[src/hw/rtl/bloom_filter_double_hash_core_assert.svh]
// Assertion macros for the filter modules; only the controller uses them.
`ifndef BLOOM_FILTER_DOUBLE_HASH_CORE_ASSERT_SVH
`define BLOOM_FILTER_DOUBLE_HASH_CORE_ASSERT_SVH
`ifndef SYNTHESIS
`define BFDH_ASSERT(lbl, clk, rst_n, prop) \
    lbl: assert property (@(posedge clk) disable iff (!rst_n) prop) \
        else $error("bloom filter assertion failed");
`define BFDH_ASSERT_ALWAYS(lbl, clk, prop) \
    lbl: assert property (@(posedge clk) prop) \
        else $error("bloom filter assertion failed");
`else
`define BFDH_ASSERT(lbl, clk, rst_n, prop)
`define BFDH_ASSERT_ALWAYS(lbl, clk, prop)
`endif
`endif

[src/hw/rtl/bfdh_pkg.sv]
package bfdh_pkg;

    localparam int FILTER_BITS_DEF = 65536;
    localparam int MAX_HASHES_DEF  = 16;

    localparam int HASH_W      = 64;
    localparam int DIV_RADIX   = 4;
    localparam int DIV_STEPS   = HASH_W / DIV_RADIX;
    localparam int DIV_CNT_W   = $clog2(DIV_STEPS);
    localparam int NBITS_W     = 17;
    localparam int NHASH_W     = 5;
    localparam int CFG_IDX_W   = 1;

    localparam logic [CFG_IDX_W-1:0] REG_NUM_BITS   = 1'b0;
    localparam logic [CFG_IDX_W-1:0] REG_NUM_HASHES = 1'b1;

    localparam logic [NBITS_W-1:0] NBITS_RST = 17'd65536;
    localparam logic [NHASH_W-1:0] NHASH_RST = 5'd7;

    localparam logic [HASH_W-1:0] FNV_BASIS = 64'hCBF2_9CE4_8422_2325;
    localparam logic [HASH_W-1:0] DJB_START = 64'd5381;

    typedef struct packed {
        logic clear_en;
        logic hash_byte;
        logic start_key;
        logic div_start;
        logic div_step;
        logic mem_access;
        logic check;
        logic out_load;
    } bfdh_cmd_t;

    typedef struct packed {
        logic clear_done;
        logic div_done;
        logic last_probe;
    } bfdh_status_t;

    // The FNV prime is 2^40 + 0x1B3, so the product is a handful of shifted adds.
    function automatic logic [HASH_W-1:0] fnv_next(input logic [HASH_W-1:0] h,
                                                   input logic [7:0] b);
        logic [HASH_W-1:0] t;
        t = h ^ {56'd0, b};
        return (t << 40) + (t << 8) + (t << 7) + (t << 5) + (t << 4) + (t << 1) + t;
    endfunction

    function automatic logic [HASH_W-1:0] djb_next(input logic [HASH_W-1:0] h,
                                                   input logic [7:0] b);
        return (h << 5) + h + {56'd0, b};
    endfunction

endpackage

[src/hw/rtl/bfdh_ctrl.sv]
`include "bloom_filter_double_hash_core_assert.svh"

module bfdh_ctrl (
    input  logic                   aclk,
    input  logic                   aresetn,
    input  logic                   s_tvalid,
    input  logic                   s_tlast,
    output logic                   s_tready,
    output logic                   m_tvalid,
    input  logic                   m_tready,
    output bfdh_pkg::bfdh_cmd_t    cmd,
    input  bfdh_pkg::bfdh_status_t status
);

    typedef enum logic [6:0] {
        ST_CLEAR  = 7'b0000001,
        ST_IDLE   = 7'b0000010,
        ST_PREP   = 7'b0000100,
        ST_DIV    = 7'b0001000,
        ST_ACCESS = 7'b0010000,
        ST_CHECK  = 7'b0100000,
        ST_FINISH = 7'b1000000
    } state_t;

    state_t state_reg, state_next;
    logic   m_valid_reg, m_valid_next;

    always_comb begin
        state_next = state_reg;
        cmd        = '0;
        s_tready   = 1'b0;
        case (state_reg)
            ST_CLEAR: begin
                cmd.clear_en = 1'b1;
                if (status.clear_done) begin
                    state_next = ST_IDLE;
                end
            end
            ST_IDLE: begin
                s_tready = 1'b1;
                if (s_tvalid) begin
                    cmd.hash_byte = 1'b1;
                    if (s_tlast) begin
                        cmd.start_key = 1'b1;
                        state_next    = ST_PREP;
                    end
                end
            end
            ST_PREP: begin
                cmd.div_start = 1'b1;
                state_next    = ST_DIV;
            end
            ST_DIV: begin
                cmd.div_step = 1'b1;
                if (status.div_done) begin
                    state_next = ST_ACCESS;
                end
            end
            ST_ACCESS: begin
                cmd.mem_access = 1'b1;
                state_next     = ST_CHECK;
            end
            ST_CHECK: begin
                cmd.check  = 1'b1;
                state_next = status.last_probe ? ST_FINISH : ST_PREP;
            end
            ST_FINISH: begin
                if (!m_valid_reg || m_tready) begin
                    cmd.out_load = 1'b1;
                    state_next   = ST_IDLE;
                end
            end
            default: begin
                state_next = ST_CLEAR;
            end
        endcase
    end

    always_comb begin
        if (cmd.out_load) begin
            m_valid_next = 1'b1;
        end else if (m_tready) begin
            m_valid_next = 1'b0;
        end else begin
            m_valid_next = m_valid_reg;
        end
    end

    always_ff @(posedge aclk) begin
        if (!aresetn) begin
            state_reg   <= ST_CLEAR;
            m_valid_reg <= 1'b0;
        end else begin
            state_reg   <= state_next;
            m_valid_reg <= m_valid_next;
        end
    end

    assign m_tvalid = m_valid_reg;

    // A waiting result is never overwritten by the next one.
    `BFDH_ASSERT(a_no_overwrite, aclk, aresetn, cmd.out_load |-> (!m_valid_reg || m_tready))
    // The final byte of a key always starts the probe sequence.
    `BFDH_ASSERT(a_last_starts, aclk, aresetn,
        (s_tvalid && s_tready && s_tlast) |=> (state_reg == ST_PREP))
    // A store access follows a finished remainder and nothing else.
    `BFDH_ASSERT(a_access_after_div, aclk, aresetn,
        (state_reg == ST_ACCESS) |-> ($past(state_reg) == ST_DIV))

endmodule

[config.mk]
export PLATFORM = sky130hd
export DESIGN_NAME = bfdh_ctrl
export DESIGN_NICKNAME = d
export VERILOG_FILES = /design/src/hw/rtl/bfdh_pkg.sv /design/src/hw/rtl/bfdh_ctrl.sv
export VERILOG_INCLUDE_DIRS = /design/src /design/src/hw/rtl
export SDC_FILE = /design/constraint.sdc
export NUM_CORES = 1
export LEC_CHECK = 0
export BUFFER_PORTS_ARGS = -buffer_cell sky130_fd_sc_hd__buf_2
export CAP_MARGIN = 5
export CORE_UTILIZATION = 31
export CTS_CLUSTER_SIZE = 24
export DETAILED_ROUTE_END_ITERATION = 8
export GPL_TIMING_DRIVEN = 0
export PLACE_DENSITY = 0.51
export SYNTH_ARGS = -nofsm -noshare
export SYNTH_HDL_FRONTEND = slang
export SYNTH_SLANG_ARGS = --single-unit
[constraint.sdc]
create_clock -name aclk -period 2.8 [get_ports aclk]
set_input_delay 0.56 -clock aclk [delete_from_list [all_inputs] [get_ports aclk]]
set_output_delay 0.56 -clock aclk [all_outputs]
set_load 0.01 [all_outputs]
Yosys cells after proc, flatten, opt, wreduce, memory -nomap -nowiden. Index checks and enable logic that the tools add are counted. W data, S select, Z words.

Flip-flop bits (word level): 8. Logic and storage cells: 38.

Equality and inequality tests: 12. Multiplexer cells: 20. Reductions and logical operators: 4.

Operators with widths (number): $pmux W7 S7 (1); $mux W7 (6); $mux W1 (11); $ne A2 B2 Y1 const B (5); $eq A7 B1 Y1 const B (1); $eq A7 B2 Y1 const B (1); $eq A7 B3 Y1 const B (1); $eq A7 B4 Y1 const B (1); $eq A7 B5 Y1 const B (1); $eq A7 B6 Y1 const B (1); $eq A7 B7 Y1 const B (1); $reduce_and A5 Y1 (1); $mux W2 (2); $reduce_bool A2 Y1 (1); $logic_not A1 Y1 (1); $logic_or A1 B1 Y1 (1).

Depth between registers and ports, before layout.
Depth after elaboration: 5. Gate-level depth with buffers: 5. Gate-level depth less buffers: 4.

Worst setup path before layout. Ideal clock, no wire load.

Path type: reg2out. From: reg state_reg[3]. To: out cmd[5] (netlist bit). Data arrival time: 1588 ps. Path slack: 652 ps. Cell stages (with the launch flop): 5. Buffers on the path: 1. Cell sequence: dfxtp_1 -> or4_4 -> buf_6 -> nor4b_4 -> and3_1.

RTL lines: start, declared (RTL line bfdh_ctrl.sv:25) `state_t state_reg, state_next;`; start signal, assigned (RTL line bfdh_ctrl.sv:94) `state_reg <= state_next;`; end, declared (RTL line bfdh_ctrl.sv:11) `output bfdh_pkg::bfdh_cmd_t cmd,`.

==> metrics.md <==
| Metric | Value |
|---|---|
| Status | finished, final reports clean |
| Vias in the first global route | 445 |
| Post-route cell area | 705.7 um^2 |
| Vias per cell | 4.829 |
| Count of final setup violators | 0 |
| DRT Pass-1 Iters | 4 |
| Clk Latency, worst-skew pair | 0.26 ns |
| # port buffers | 17 |
| Gpl congestion | 0.7258 |
| Leak | 0.3227 nW |
| Mean area per synthesized cell | 8.588 um^2 |
| # clock sinks | 8 |
| Multi-input gate area | 372.9 um^2 |
| Maximum fanout along the worst path | 7 |
| Post-CTS setup buffer count | 0 |
| Final critical-path required period | 2.515 ns |
| Critical Path AT | 1.95 ns |
| Post-synthesis async set-or-reset flop share | 0% |
| Remaining global-route overflow | 0 |
| Rows | 15 |
| Slew Limit Fails | 0 |
| CP endpoint kind | output port |
| Pwr per Cell Area | 388.0 nW/um^2 |
| Layout cells sized above 1 | 30.23% |
| Vias post-DR | 536 |
| # hold bufs at CTS | 0 |
| Relative slew margins | 64.73% |
| Hpwl dp | 948.5 um |
| Syn nets | 74 |
| RSZ-0062 raised after global routing | false |
| Die Span Y | 44.76 um |
| Area growth from synthesis to layout | 24.50% |
| Core area | 1727 um^2 |
| Die width | 44.76 um |
| Crit Path Category | register to output port |
| CTS tree | yes |
| Startpoint class of the critical path | register |
| Clock-pin slew on the worst setup and hold paths | 0.07 ns |
| DRC | 0 |
| Worst hold start | status[0] |
| Setup TNS Final | 0 ns |
| Drt initial violations | 21 |
| FILL cells | 193 |
| EDFF count, synth | 0 |
| Power Total | 273.8 uW |
| Routed len/inst | 11.20 um |
| Final Hold Fails | 0 |
| RR Startpoint | state_reg[0] |
| Synth warnings | 0 |
| Worst vdd ir | 0.0002900 V |
| Cell Area, Placed | 683.2 um^2 |
| R2R Setup Slk | 0.94 ns |
| CTS buffer count | 3 |
| GRT Overall Usage | 13.75% |
| Buffer depth of the longest clock path | 2 |
| Synth Flop Type | dfxtp_1 |
| Fin Clk Skew | 0.01618 ns |
| Worst hold path class | primary input to register |
| Synthesized area | 566.8 um^2 |
| Part of the cycle the worst path needs | 89.82% |
| Final wirelength | 1243 um |
| Sequential element share of the synthesized area | 28.26% |
| Initial antenna violation count | 0 |
| Nets@finish | 96 |
| H-tree depth | 1 |
| Area of the die | 2003 um^2 |
| FF/Latch Area | 160.2 um^2 |
| Global-route wire length before repair | 2001 um |
| Slew @ Worst Pin | 0.5243 ns |
| Cell count after synthesis | 66 |
| Max_cap viols | 0 |
| Post-DRT Antenna Nets | 0 |
| I/O pin count | 18 |
| CP Launch Point | state_reg[3] |
| Max Fclk | 397.6 MHz |
| Worst Path Required | 2.24 ns |
| Max reg flops | 7 |
| CTS resizes | 0 |
| Synth cell types | 37 |
| Initial Utilization | 32.83% |
| Clk root buf | clkbuf_4 |
| Synthesized flop and latch total | 8 |
| Antenna diodes | 0 |
| Largest net degree at the start of global routing | 11 |
[cell usage after synthesis, types with 2 or more instances]
cell      n  area [um^2]
inv_1     2        7.510
nand2b_1  2        12.51
o21a_1    2        15.01
and3_1    2        12.51
nand3_1   2        10.01
a22oi_1   2        15.01
nor3_1    2        10.01
nor2b_1   5        31.28
dfxtp_1   8        160.2
xor2_1    2        17.52
o21ai_0   3        15.01
nor2_1    8        30.03
a21oi_1   2        10.01
[power breakdown]
group	total [mW]	switching, mW	internal (mW)
registers	0.122	0.00445	0.118
clock network	0.0918	0.0426	0.0492
logic	0.0596	0.0329	0.0268
[area by class of cell]
type	instances	share of cell area, %
Clock buffer	3	3.191
Inverter	2	1.064
Tap cell	25	4.433
Timing Repair Buffer	17	12.06
Sequential cell	8	22.70
Multi-Input combinational cell	52	52.84
Buffer	4	3.723
[layout by cell type (no fill, tap or decap), types with 2 or more instances in the layout]
cell type | synthesis | routed
dfxtp_1 | 8 | 8
xor2_1 | 2 | 2
buf_2 | 0 | 17
and3_1 | 2 | 2
inv_1 | 2 | 2
a21oi_1 | 2 | 2
o21ai_0 | 3 | 3
nand2b_1 | 2 | 2
nor3_1 | 2 | 2
nor2_1 | 8 | 8
nand3_1 | 2 | 2
a22oi_1 | 2 | 2
clkbuf_4 | 0 | 3
nor2b_1 | 5 | 5
o21a_1 | 2 | 2
[path summary, 6_finish.rpt]
path / to / depth (start not counted)
worst min register to register: m_tvalid / 2
worst max register to register: state_reg[2] / 5
worst min-delay path: state_reg[6] / 3
worst max-delay path: cmd[5] / 5
[per-layer routing]
| metal | global-route usage (%) | part of all wire, % | wire [um] |
|---|---|---|---|
| met5 | 0 | 0 | 0 |
| met4 | 3.636 | 0 | 0 |
| met3 | 4.800 | 3.4 | 42 |
| met2 | 17.65 | 39 | 488 |
| met1 | 21.22 | 57 | 713 |
[critical path, cell delays in order, from the launching register on]
cell and delay, ns:
dfxtp_1 0.36, or4_4 0.54, buf_6 0.15, nor4b_4 0.32, and3_1 0.19, buf_2 0.12
[cells by family after synthesis]
group / Yosys count / share of synthesized area (%)
XOR/XNOR: 2 / 3.091
multiplexers: 1 / 1.766
AND/OR/NAND/NOR: 32 / 38.41
AO/OA/AOI/OAI: 17 / 22.52
flip-flops: 8 / 28.26
buffers and inverters: 6 / 5.960
[metrics by stage]
step	hold WS, ns	setup slack [ns]	utilization (%)	std cells
2_1_floorplan	0.5730	0.6523	-	66
3_3_place_gp	0.6411	0.5613	39.57	108
3_5_place_dp	0.6428	0.5593	39.57	108
4_1_cts	0.5833	0.2724	40.87	111
5_1_grt	0.6209	0.1454	40.87	111
6_report	0.5899	0.2850	40.87	111
(Power assumes the default switching activity.)
